<file path="config.mk">
export PLATFORM = sky130hd
export DESIGN_NAME = weekly_daily_alarm_table_core
export DESIGN_NICKNAME = d
export VERILOG_FILES = /design/src/hdl/wdat_pkg.sv /design/src/hdl/wdat_ram.sv /design/src/hdl/weekly_daily_alarm_table_core.sv
export VERILOG_INCLUDE_DIRS = /design/src /design/src/hdl
export SDC_FILE = /design/constraint.sdc
export NUM_CORES = 2
export LEC_CHECK = 0
export BUFFER_PORTS_ARGS = -buffer_cell sky130_fd_sc_hd__buf_2
export CORE_MARGIN = 8
export CORE_UTILIZATION = 56
export DETAILED_ROUTE_END_ITERATION = 10
export PLACE_DENSITY = 0.75
export REMOVE_ABC_BUFFERS = 1
export SKIP_CTS_REPAIR_TIMING = 1
export SYNTH_ARGS = -nofsm -noshare
export SYNTH_HDL_FRONTEND = slang
export SYNTH_SLANG_ARGS = --single-unit
</file>
<file path="constraint.sdc">
create_clock -name clk -period 5.3 [get_ports clk]
set_input_delay 0.265 -clock clk [delete_from_list [all_inputs] [get_ports clk]]
set_output_delay 0.265 -clock clk [all_outputs]
set_load 0.01 [all_outputs]
</file>
<file path="src/hdl/weekly_daily_alarm_table_core_defines.svh">
// Assertion helpers for the alarm table core.
// Every property is clocked on clk and disabled while rst_n is low.
`ifndef WEEKLY_DAILY_ALARM_TABLE_CORE_DEFINES_SVH
`define WEEKLY_DAILY_ALARM_TABLE_CORE_DEFINES_SVH

// Same-cycle implication.
`define WDAT_ASSERT_IMPL(label, ante, cons, msg) \
    label: assert property (@(posedge clk) disable iff (!rst_n) (ante) |-> (cons)) \
        else $error(msg);

// Next-cycle implication.
`define WDAT_ASSERT_NEXT(label, ante, cons, msg) \
    label: assert property (@(posedge clk) disable iff (!rst_n) (ante) |=> (cons)) \
        else $error(msg);

`endif

</file>
<file path="src/hdl/wdat_pkg.sv">
package wdat_pkg;

    localparam int MAX_ALARMS = 16;
    localparam int IDX_W      = $clog2(MAX_ALARMS);
    localparam int CNT_W      = $clog2(MAX_ALARMS + 1);

    localparam logic [3:0] MAX_DAY    = 4'd6;
    localparam logic [4:0] MAX_HOUR   = 5'd23;
    localparam logic [5:0] MAX_MINUTE = 6'd59;
    localparam logic [31:0] REFIRE_GAP = 32'd59;

    localparam logic [1:0] KIND_DAILY  = 2'd0;
    localparam logic [1:0] KIND_WEEKLY = 2'd1;

    localparam logic FUNC_ADD  = 1'b0;
    localparam logic FUNC_TICK = 1'b1;

    localparam int IN_TDATA_W  = 80;
    localparam int OUT_TDATA_W = 24;

    typedef struct packed {
        logic [1:0]  kind;
        logic [2:0]  day;
        logic [4:0]  hour;
        logic [5:0]  minute;
        logic [15:0] id;
    } wdat_entry_t;

    localparam int ENTRY_W = $bits(wdat_entry_t);

    typedef enum logic [1:0] {
        ST_IDLE,
        ST_SCAN,
        ST_FLUSH
    } wdat_state_t;

endpackage

</file>
<file path="src/hdl/wdat_ram.sv">
module wdat_ram #(
    parameter int WIDTH = 32,
    parameter int DEPTH = 16
) (
    input  logic                     clk,
    input  logic                     we,
    input  logic [$clog2(DEPTH)-1:0] waddr,
    input  logic [WIDTH-1:0]         wdata,
    input  logic                     re,
    input  logic [$clog2(DEPTH)-1:0] raddr,
    output logic [WIDTH-1:0]         rdata
);

    logic [WIDTH-1:0] mem_reg [DEPTH];
    logic [WIDTH-1:0] rdata_reg;

    always_ff @(posedge clk)
    begin
        if (we)
        begin
            mem_reg[waddr] <= wdata;
        end
        if (re)
        begin
            rdata_reg <= mem_reg[raddr];
        end
    end

    assign rdata = rdata_reg;

endmodule

</file>
<file path="src/hdl/weekly_daily_alarm_table_core.sv">
// Daily/weekly alarm table. An add transaction (tuser = 0) stores one alarm
// after range checks and table-full check, and answers with one result in
// the next cycle. A tick transaction (tuser = 1) scans the stored entries in
// the order they were added, one entry per cycle unless a second firing waits
// on a stalled output, through the registered read port of the entry and
// last-fire-time memories, and answers with one result per fired entry (last
// one marked by tlast) or a single no-fire result. A tick is accepted, then
// scanned entry by entry, then ends with the final result. No new transaction
// is taken during a scan.
`include "weekly_daily_alarm_table_core_defines.svh"

module weekly_daily_alarm_table_core (
    input  logic        clk,
    input  logic        rst_n,
    // slave side
    input  logic        s_tvalid,
    output logic        s_tready,
    // [1:0] alarm_kind, [5:2] alarm_day, [10:6] alarm_hour, [16:11] alarm_minute,
    // [32:17] alarm_id, [35:33] now_weekday, [40:36] now_hour,
    // [46:41] now_minute, [78:47] now_seconds, [79] zero
    input  logic [wdat_pkg::IN_TDATA_W-1:0] s_tdata,
    // [0] func
    input  logic        s_tuser,
    // master side
    output logic        m_tvalid,
    input  logic        m_tready,
    // [0] accepted, [1] fired, [17:2] fired_id, [23:18] zero
    output logic [wdat_pkg::OUT_TDATA_W-1:0] m_tdata,
    // [0] answer_kind
    output logic        m_tuser,
    output logic        m_tlast
);

    localparam int IDX_W = wdat_pkg::IDX_W;
    localparam int CNT_W = wdat_pkg::CNT_W;

    // Input field unpacking
    logic [1:0]  in_kind;
    logic [3:0]  in_day;
    logic [4:0]  in_hour;
    logic [5:0]  in_minute;
    logic [15:0] in_id;
    logic [2:0]  in_now_wday;
    logic [4:0]  in_now_hour;
    logic [5:0]  in_now_minute;
    logic [31:0] in_now_secs;

    assign in_kind       = s_tdata[1:0];
    assign in_day        = s_tdata[5:2];
    assign in_hour       = s_tdata[10:6];
    assign in_minute     = s_tdata[16:11];
    assign in_id         = s_tdata[32:17];
    assign in_now_wday   = s_tdata[35:33];
    assign in_now_hour   = s_tdata[40:36];
    assign in_now_minute = s_tdata[46:41];
    assign in_now_secs   = s_tdata[78:47];

    // State
    wdat_pkg::wdat_state_t state_reg, state_next;
    logic [CNT_W-1:0] cnt_reg, cnt_next;
    logic [IDX_W-1:0] cur_reg, cur_next;       // entry whose data is on the RAM outputs
    logic             pend_reg, pend_next;     // a fired result is held back
    logic [15:0]      pend_id_reg, pend_id_next;

    // Tick time, held for the whole scan
    logic [2:0]  now_wday_reg;
    logic [4:0]  now_hour_reg;
    logic [5:0]  now_minute_reg;
    logic [31:0] now_secs_reg;
    logic        now_load;

    // Output register
    logic        out_vld_reg;
    logic        out_kind_reg, out_acc_reg, out_fired_reg, out_last_reg;
    logic [15:0] out_id_reg;
    logic        out_load;
    logic        out_kind_next, out_acc_next, out_fired_next, out_last_next;
    logic [15:0] out_id_next;
    logic        out_free;

    // Memory ports
    logic                  ent_we, lft_we, rd_en;
    logic [IDX_W-1:0]      wr_addr, rd_addr;
    wdat_pkg::wdat_entry_t ent_wdata, ent_rdata;
    logic [31:0]           lft_wdata, lft_rdata;

    logic s_accept;
    logic add_ok;
    logic match;
    logic [31:0] since_fire;
    logic fire;
    logic last_entry;
    logic stall;
    logic [CNT_W-1:0] cur_ext;

    wdat_ram #(
        .WIDTH (wdat_pkg::ENTRY_W),
        .DEPTH (wdat_pkg::MAX_ALARMS)
    ) u_entry_ram (
        .clk   (clk),
        .we    (ent_we),
        .waddr (wr_addr),
        .wdata (ent_wdata),
        .re    (rd_en),
        .raddr (rd_addr),
        .rdata (ent_rdata)
    );

    wdat_ram #(
        .WIDTH (32),
        .DEPTH (wdat_pkg::MAX_ALARMS)
    ) u_lft_ram (
        .clk   (clk),
        .we    (lft_we),
        .waddr (wr_addr),
        .wdata (lft_wdata),
        .re    (rd_en),
        .raddr (rd_addr),
        .rdata (lft_rdata)
    );

    assign s_accept = s_tvalid && s_tready;
    assign out_free = !out_vld_reg || m_tready;

    assign add_ok = (in_day <= wdat_pkg::MAX_DAY) && (in_hour <= wdat_pkg::MAX_HOUR) &&
                    (in_minute <= wdat_pkg::MAX_MINUTE) &&
                    (cnt_reg < CNT_W'(wdat_pkg::MAX_ALARMS));

    assign ent_wdata.kind   = in_kind;
    assign ent_wdata.day    = in_day[2:0];     // range checked above
    assign ent_wdata.hour   = in_hour;
    assign ent_wdata.minute = in_minute;
    assign ent_wdata.id     = in_id;

    // Scan evaluation of the entry on the RAM outputs
    always_comb
    begin
        case (ent_rdata.kind)
            wdat_pkg::KIND_DAILY:
                match = (ent_rdata.hour == now_hour_reg) &&
                        (ent_rdata.minute == now_minute_reg);
            wdat_pkg::KIND_WEEKLY:
                match = (ent_rdata.day == now_wday_reg) &&
                        (ent_rdata.hour == now_hour_reg) &&
                        (ent_rdata.minute == now_minute_reg);
            default:
                match = 1'b0;
        endcase
    end

    assign since_fire = now_secs_reg - lft_rdata;
    assign fire       = match && (since_fire > wdat_pkg::REFIRE_GAP);
    assign cur_ext    = CNT_W'(cur_reg);
    assign last_entry = (cur_ext + CNT_W'(1)) == cnt_reg;
    // a second firing must push the held one out first
    assign stall      = fire && pend_reg && !out_free;

    // Next state
    always_comb
    begin
        state_next = state_reg;
        case (state_reg)
            wdat_pkg::ST_IDLE:
            begin
                if (s_accept && (s_tuser == wdat_pkg::FUNC_TICK))
                begin
                    state_next = (cnt_reg == '0) ? wdat_pkg::ST_FLUSH : wdat_pkg::ST_SCAN;
                end
            end
            wdat_pkg::ST_SCAN:
            begin
                if (!stall && last_entry)
                begin
                    state_next = wdat_pkg::ST_FLUSH;
                end
            end
            wdat_pkg::ST_FLUSH:
            begin
                if (out_free)
                begin
                    state_next = wdat_pkg::ST_IDLE;
                end
            end
            default:
            begin
                state_next = wdat_pkg::ST_IDLE;
            end
        endcase
    end

    // Outputs and datapath control
    always_comb
    begin
        s_tready       = 1'b0;
        ent_we         = 1'b0;
        lft_we         = 1'b0;
        lft_wdata      = '0;
        wr_addr        = cnt_reg[IDX_W-1:0];
        rd_en          = 1'b0;
        rd_addr        = '0;
        now_load       = 1'b0;
        out_load       = 1'b0;
        out_kind_next  = wdat_pkg::FUNC_TICK;
        out_acc_next   = 1'b0;
        out_fired_next = 1'b0;
        out_id_next    = '0;
        out_last_next  = 1'b0;
        cnt_next       = cnt_reg;
        cur_next       = cur_reg;
        pend_next      = pend_reg;
        pend_id_next   = pend_id_reg;
        case (state_reg)
            wdat_pkg::ST_IDLE:
            begin
                s_tready = out_free;
                if (s_accept)
                begin
                    if (s_tuser == wdat_pkg::FUNC_ADD)
                    begin
                        ent_we        = add_ok;
                        lft_we        = add_ok;
                        out_load      = 1'b1;
                        out_kind_next = wdat_pkg::FUNC_ADD;
                        out_acc_next  = add_ok;
                        out_last_next = 1'b1;
                        if (add_ok)
                        begin
                            cnt_next = cnt_reg + CNT_W'(1);
                        end
                    end
                    else
                    begin
                        now_load  = 1'b1;
                        rd_en     = 1'b1;
                        rd_addr   = '0;
                        cur_next  = '0;
                        pend_next = 1'b0;
                    end
                end
            end
            wdat_pkg::ST_SCAN:
            begin
                wr_addr = cur_reg;
                if (!stall)
                begin
                    if (fire)
                    begin
                        lft_we       = 1'b1;
                        lft_wdata    = now_secs_reg;
                        pend_next    = 1'b1;
                        pend_id_next = ent_rdata.id;
                        if (pend_reg)
                        begin
                            out_load       = 1'b1;
                            out_fired_next = 1'b1;
                            out_id_next    = pend_id_reg;
                        end
                    end
                    if (!last_entry)
                    begin
                        rd_en    = 1'b1;
                        rd_addr  = cur_reg + IDX_W'(1);
                        cur_next = cur_reg + IDX_W'(1);
                    end
                end
            end
            wdat_pkg::ST_FLUSH:
            begin
                if (out_free)
                begin
                    out_load       = 1'b1;
                    out_fired_next = pend_reg;
                    out_id_next    = pend_reg ? pend_id_reg : 16'd0;
                    out_last_next  = 1'b1;
                    pend_next      = 1'b0;
                end
            end
            default:
            begin
            end
        endcase
    end

    // Control registers
    always_ff @(posedge clk or negedge rst_n)
    begin
        if (!rst_n)
        begin
            state_reg   <= wdat_pkg::ST_IDLE;
            cnt_reg     <= '0;
            cur_reg     <= '0;
            pend_reg    <= 1'b0;
            out_vld_reg <= 1'b0;
        end
        else
        begin
            state_reg <= state_next;
            cnt_reg   <= cnt_next;
            cur_reg   <= cur_next;
            pend_reg  <= pend_next;
            if (out_load)
            begin
                out_vld_reg <= 1'b1;
            end
            else if (m_tready)
            begin
                out_vld_reg <= 1'b0;
            end
        end
    end

    // Payload registers
    always_ff @(posedge clk)
    begin
        pend_id_reg <= pend_id_next;
        if (now_load)
        begin
            now_wday_reg   <= in_now_wday;
            now_hour_reg   <= in_now_hour;
            now_minute_reg <= in_now_minute;
            now_secs_reg   <= in_now_secs;
        end
        if (out_load)
        begin
            out_kind_reg  <= out_kind_next;
            out_acc_reg   <= out_acc_next;
            out_fired_reg <= out_fired_next;
            out_id_reg    <= out_id_next;
            out_last_reg  <= out_last_next;
        end
    end

    assign m_tvalid = out_vld_reg;
    assign m_tuser  = out_kind_reg;
    assign m_tlast  = out_last_reg;
    assign m_tdata  = {6'd0, out_id_reg, out_fired_reg, out_acc_reg};

    // Checks
    `WDAT_ASSERT_IMPL(a_cnt_bound, 1'b1, cnt_reg <= CNT_W'(wdat_pkg::MAX_ALARMS),
        "entry count above table size")
    `WDAT_ASSERT_IMPL(a_scan_range, state_reg == wdat_pkg::ST_SCAN, cur_ext < cnt_reg,
        "scan index beyond stored entries")
    `WDAT_ASSERT_IMPL(a_busy_no_accept, state_reg != wdat_pkg::ST_IDLE, !s_tready,
        "transaction taken during a scan")
    `WDAT_ASSERT_IMPL(a_nofire_last,
        out_vld_reg && (!out_kind_reg || !out_fired_reg), out_last_reg,
        "add or no-fire result not marked last")
    `WDAT_ASSERT_NEXT(a_flush_clears,
        state_reg == wdat_pkg::ST_FLUSH && out_free, !pend_reg,
        "held firing survived end of scan")

endmodule
</file>
# After elaboration in Yosys (flattened, before gate mapping)

Memory sizes are Yosys's and may differ from the RTL's. A register that Yosys moved wholly into a read port is not among the register bits.
Index checks and enable logic that the tools add are counted.

Magnitude comparators: 5
Bitwise gates (word level): 2
Muxes and demuxes: 58
Add/sub/neg operators: 4
Equal/unequal tests: 15
Reduce and logical (&&, ||, !) cells: 28

Operators by type and width:

| operator                                                                          | count |
|---|---|
| 32-bit 2-to-1 mux                                                                 | 3 |
| 16-bit 2-to-1 mux                                                                 | 4 |
| 32-bit by 6-bit greater-than comparator with 1-bit output (second input constant) | 1 |
| 4-bit 2-to-1 mux                                                                  | 8 |
| 16-bit case mux with 2 select lines                                               | 1 |
| 32-bit subtractor                                                                 | 1 |
| 1-bit 2-to-1 mux                                                                  | 29 |
| 2-bit inequality test (second input constant)                                     | 8 |
| 1-bit logical AND                                                                 | 12 |
| 5-bit equality test                                                               | 2 |
| 1-bit case mux with 2 select lines                                                | 5 |
| 2-bit 2-to-1 mux                                                                  | 4 |
| 4-bit case mux with 2 select lines                                                | 1 |
| 6-bit equality test                                                               | 1 |
| 6-bit <= comparator (second input constant)                                       | 1 |
| 1-bit case mux with 3 select lines                                                | 2 |
| 2-bit case mux with 3 select lines                                                | 1 |
| 3-bit AND reduction                                                               | 2 |
| 6-bit AND reduction                                                               | 1 |
| 4-bit by 1-bit adder with 5-bit output (second input constant)                    | 1 |
| 5-bit by 1-bit adder with 5-bit output (second input constant)                    | 1 |
| 5-bit <= comparator (second input constant)                                       | 1 |
| 5-bit logical NOT                                                                 | 1 |
| 5-bit < comparator (second input constant)                                        | 1 |
| other kinds (14)                                                                  | 20 |

Memories kept: 2
Word-level logic and storage cells: 129
Flip-flop bits (word level): 95
Output and inout bits: 28
Bits in writable memories: 1,024

Memories:

| name                | words | width | rd ports | clocked after memory_dff | wr ports | line           | source |
|---|---|---|---|---|---|---|---|
| u_entry_ram.mem_reg | 16    | 32    | 1        | 1                        | 1        | wdat_ram.sv:14 | `logic [WIDTH-1:0] mem_reg [DEPTH];` |
| u_lft_ram.mem_reg   | 16    | 32    | 1        | 1                        | 1        | wdat_ram.sv:14 |  |

# Logic depth before layout (Yosys ltp)

Depth after elaboration: 11
Depth in mapped cells: 18
Mapped depth without buffers: 15

# By module

From an unflattened synthesis, not the netlist that was laid out.

Cell total of the unflattened synthesis: 2,287
Area total of the unflattened synthesis: 46,452.1 sq um

By module, submodules not included:

| module                        | cells each | times used | sequential area each (sq um) | area each (sq um) |
|---|---|---|---|---|
| wdat_ram                      | 838        | 2          | 16,335.7                     | 20,155.6 |
| weekly_daily_alarm_table_core | 611        | 1          | 2,787.7                      | 6,140.9 |

# Worst setup path after synthesis

No wires, ideal clock.

Kind: register -> register
Start point: reg now_secs_reg[0]
End point: mem u_lft_ram.mem_reg[15][0] (enable)
Clock period less this slack: 5.667 ns
Data arrival time: 5.206 ns
Setup time: 0.461 ns
Cell stages (with the launch flop): 17
Required time: 4.839 ns
Buffers on the path: 1
Slack: -0.367 ns
Path through: edfxtp_1 -> inv_1 -> ha_1 -> inv_1 -> fa_1 -> a211oi_1 -> o21ai_2 -> a211oi_2 -> a21oi_1 -> o221ai_1 -> a22oi_1 -> nand4_1 -> o211ai_1 -> nor2_1 -> nor2_1 -> buf_2 -> nor3_1

Word-level cells in the longest chain between the ends: 9
Elaborated cells on any way between the ends: 10

Ends and longest elaborated chain:

| what                                                          | line                                 | source |
|---|---|---|
| start: declaration                                            | weekly_daily_alarm_table_core.sv:69  | `logic [31:0] now_secs_reg;` |
| start signal: assignment                                      | weekly_daily_alarm_table_core.sv:321 | `now_secs_reg <= in_now_secs;` |
| 32-bit subtractor (*)                                         | weekly_daily_alarm_table_core.sv:151 | `assign since_fire = now_secs_reg - lft_rdata;` |
| 32-bit by 6-bit greater-than comparator with 1-bit output (*) | weekly_daily_alarm_table_core.sv:152 | `assign fire = match && (since_fire > wdat_pkg::REFIRE_GAP);` |
| 1-bit logical AND (*)                                         | weekly_daily_alarm_table_core.sv:152 |  |
| 1-bit logical AND (2 in series)                               | weekly_daily_alarm_table_core.sv:156 | `assign stall = fire && pend_reg && !out_free;` |
| 1-bit 2-to-1 mux (*)                                          | weekly_daily_alarm_table_core.sv:244 | `if (!stall)` |
| 1-bit case mux with 2 select lines (*)                        | weekly_daily_alarm_table_core.sv:212 | `case (state_reg)` |
| 1-bit 2-to-1 mux (*)                                          | wdat_ram.sv:19                       | `if (we)` |
| 1-bit 2-to-1 mux (not written as such) (*)                    | wdat_ram.sv:21                       | `mem_reg[waddr] <= wdata;` |
| end: declaration                                              | wdat_ram.sv:14                       |  |

Mark *: on every way between the ends. The rest lies on a longest branch, timed or not.

# Worst setup path after layout

Start point: reg now_secs_reg[0]
End point: mem u_lft_ram.mem_reg[13][3] (enable)

The elaborated chain is that of the path after synthesis.

==> flow_summary.ini <==
[run_status]
status = finished clean

[power_and_ir_drop]
power_mw = 28.92
p_leak_nw = 18.04
ir_drop_uv = 605.3
power_density_nw_per_um2 = 517.6

[setup_path]
crit_top_cell = inv_1
critical_path.top_delay_family = simple AND/OR/NAND/NOR gates
worstPathCellList = inv_1 -> ha_1 -> inv_1 -> fa_1 -> a211oi_1 -> o21ai_2 -> a22oi_1 -> o22ai_1 -> or4_1 -> nor4_1 -> nand4b_1 -> o211ai_1 -> nor2_4 -> nor2_1 -> buf_12 -> nor3_2 -> buf_4
cp.arrival_ns = 5.49
reg2reg_slack_ns = 0.16
critPathMaxFanout = 32
r2r_end = u_lft_ram.mem_reg[13][3]
worstSetupEndpointType = flip-flop
worstSetupStartpointType = flip-flop
r2r_cells = 17
cpMaxStageDelayCell = or4_1
rr_startpoint = now_secs_reg[0]
critPathRequiredTime_ns = 5.64
worstSetupPathType = reg -> reg
cp_num_buf_inv = 4
cpPeakStageDelay_ns = 0.53

[placed_design]
dpl_worst_slack_ns = 0.1723
placed_area_um2 = 51320
port_buffers = 105
dp_hpwl_mm = 69.60
place.gp.congestion = 0.9399

[synthesis]
ys_seq_area_share_pct = 72.27
muxShareOfSynthArea_pct = 0.1632
synth_edf_count = 1170
synth_cells = 3521
synth.area.top_cells = edfxtp_1, o21ai_0, a21oi_1, a22o_1, nor3_1
synth_adder_area_share_pct = 1.010
yosys.area.top_type = edfxtp_1
synthSimpleGateAreaFrac_pct = 8.397
synth_cell_type_count = 76
yosysWarnings = 0
synth_top_flop_cell = edfxtp_1
synthXorXnorAreaFrac_pct = 0.5534
synth_area_per_cell_um2 = 13.94
synth_top_area_share_pct = 71.61
synthArstFlopShare_pct = 1.099
synth-compound-area-share_pct = 14.82
synth_top_family_by_area = compound AO/OA/AOI/OAI gates
synth-seq-cells = 1183
syn_area_um2 = 49070

[clock_network]
cts.sinks = 1183
cts_tree = built
cts_buffers = 113
path_clk_slew_ns = 0.06
clkLatencyLatePin_ns = 0.73
htreeDepth = 3
ctsLongestPathBuffers = 3
root_buffer = clkbuf_16

[global_route]
track_usage_pct = 26.47
grt_max_degree = 165
grt-ovfl-total = 0
first_global_vias = 31520
grt_pass1_wl_mm = 197.7
antenna_found_initial = 3

[timing]
timing.hold.ws_ns = 0.1071
maxSlewViolCount = 0
fmax_mhz = 194.4
tns_ns = 0
hold_viol_final = 0
rsz0062_at_grt = true
max_slew_margin_pct = 21.42
finalClockSkew_ns = 0.05110
setup_violations = 0
fin_crit_ns = 5.144
finalWorstSetupSlack_ns = 0.1558
period_share_pct = 97.06
worst_pin_slew_ns = 1.179

[routing]
drt_iter0_markers = 4344
dr.pass1.iters = 9
ant_nets = 0
wirelength_mm = 134.4
vias = 32780
route.detailed.wl_per_inst_um = 27.53
viasPerCell = 6.713
route.detailed.drc = 0

[floorplan]
die-area_um2 = 97340
initial_core_util_pct = 56.56
num_rows = 108
die_width_um = 312
core_um2 = 86750
die_height_um = 312
ios = 113

[hold_path]
hold_depth = 3
hp-start = m_tready
min_to = m_tvalid
hp-class = in -> reg

[flow_run]
cap_violations = 0

[layout]
syn2layout_area_growth_pct = 13.89
fillers = 6130
drive_gt1_share_pct = 11.38
multi_input_area_um2 = 12590
final_area_um2 = 55880
fin_nets = 3764
seq_area_um2 = 35460
## worst reg2reg max path: stages (launching register included)
cell and delay, ns:
edfxtp_1 0.36, inv_1 0.09, ha_1 0.22, inv_1 0.07, fa_1 0.40, a211oi_1 0.29
o21ai_2 0.21, a22oi_1 0.23, o22ai_1 0.10, or4_1 0.53, nor4_1 0.40, nand4b_1 0.46
o211ai_1 0.49, nor2_4 0.09, nor2_1 0.18, buf_12 0.19, nor3_2 0.06, buf_4 0.33
## where the power goes
part           internal [mW]  switching [mW]
Combinational           3.19            6.41
Sequential              10.9           0.314
Clock                   4.63            3.48
Total                   18.7            10.2
## synth_stat cells, types with 5 or more instances
cell       count
a211oi_1       6
a21o_1        11
a21oi_1      236
a221oi_1      70
a22o_1       127
a22oi_1        5
a2bb2oi_1     63
a31oi_1        9
a32o_1        64
and2_1        53
buf_1         15
buf_2         30
buf_4         12
clkbuf_1     222
dfrtp_1       13
edfxtp_1    1170
ha_1          38
inv_1         54
mux2i_1        8
nand2_1      118
nand3_1       29
nand4_1       15
nor2_1       239
nor3_1       217
nor4_1        10
o2111ai_1      6
o211ai_1      10
o21a_1         6
o21ai_0      344
o21ai_1        6
o21bai_1       5
o221ai_1      67
or3_1        135
xnor2_1       13
xor2_1        18
## worst max path at each step
stage | from | slack, ns | cells after the start | end
finish | now_secs_reg[0] | 0.16 | 17 | u_lft_ram.mem_reg[13][3]
global route | now_secs_reg[0] | -0.002 | 17 | u_lft_ram.mem_reg[13][3]
CTS | now_secs_reg[0] | 0.18 | 16 | u_lft_ram.rdata[11]
detailed placement | now_secs_reg[0] | 0.17 | 16 | u_entry_ram.rdata[17]
global placement | now_secs_reg[0] | 0.22 | 16 | u_entry_ram.rdata[12]
floorplan | cur_reg[0] | -30.32 | 8 | u_entry_ram.rdata[10]
## cells by family after synthesis
family          count (synthesis)
mux                             8
flops                        1183
compound gates               1077
xor+xnor                       31
other cells                     1
fa+ha+maj                      39
simple gates                  846
buf+inv                       336
## per-layer routing
layer  wire length, um  GRT usage, %  share of wire (%)  vias to the layer above
li1                  -             -                  -                    14080
met1             52870         36.74                 39                    16380
met2             62970         42.41                 47                     1988
met3             14070         5.214                 10                      323
met4              4492         8.441                3.3                        4
met5                26             0              0.019                        -
## final cells by class
class,instances,area share (%)
antenna,1,0.004478
sequential,1183,63.46
timing repair buffer,281,4.391
tap,1155,2.586
clock inverter,69,1.429
clock buffer,133,5.233
multi-input combinational,2007,22.53
inverter,54,0.3650
## layout by cell type, fill, tap and decap left out, types with 32 or more instances in the layout
cell	Yosys	layout
inv_1	54	52
buf_4	12	62
o221ai_1	67	67
dlygate4sd3_1	0	81
clkbuf_16	0	114
nor3_1	217	200
nor2_1	239	219
buf_2	30	105
nand2_1	118	115
a32o_1	64	64
buf_12	0	32
a21oi_1	236	235
a22o_1	127	127
and2_1	53	53
ha_1	38	37
a221oi_1	70	70
or3_1	135	135
o21ai_0	344	343
edfxtp_1	1170	1170
a2bb2oi_1	63	63
## metrics by stage
stage               instances  utilization, %
CTS                      4800           63.45
global route             4882           64.41
global placement         4598           59.16
detailed placement       4598           59.16
floorplan                3244               -
finish                   4883           64.41
(Power assumes the default switching activity.)
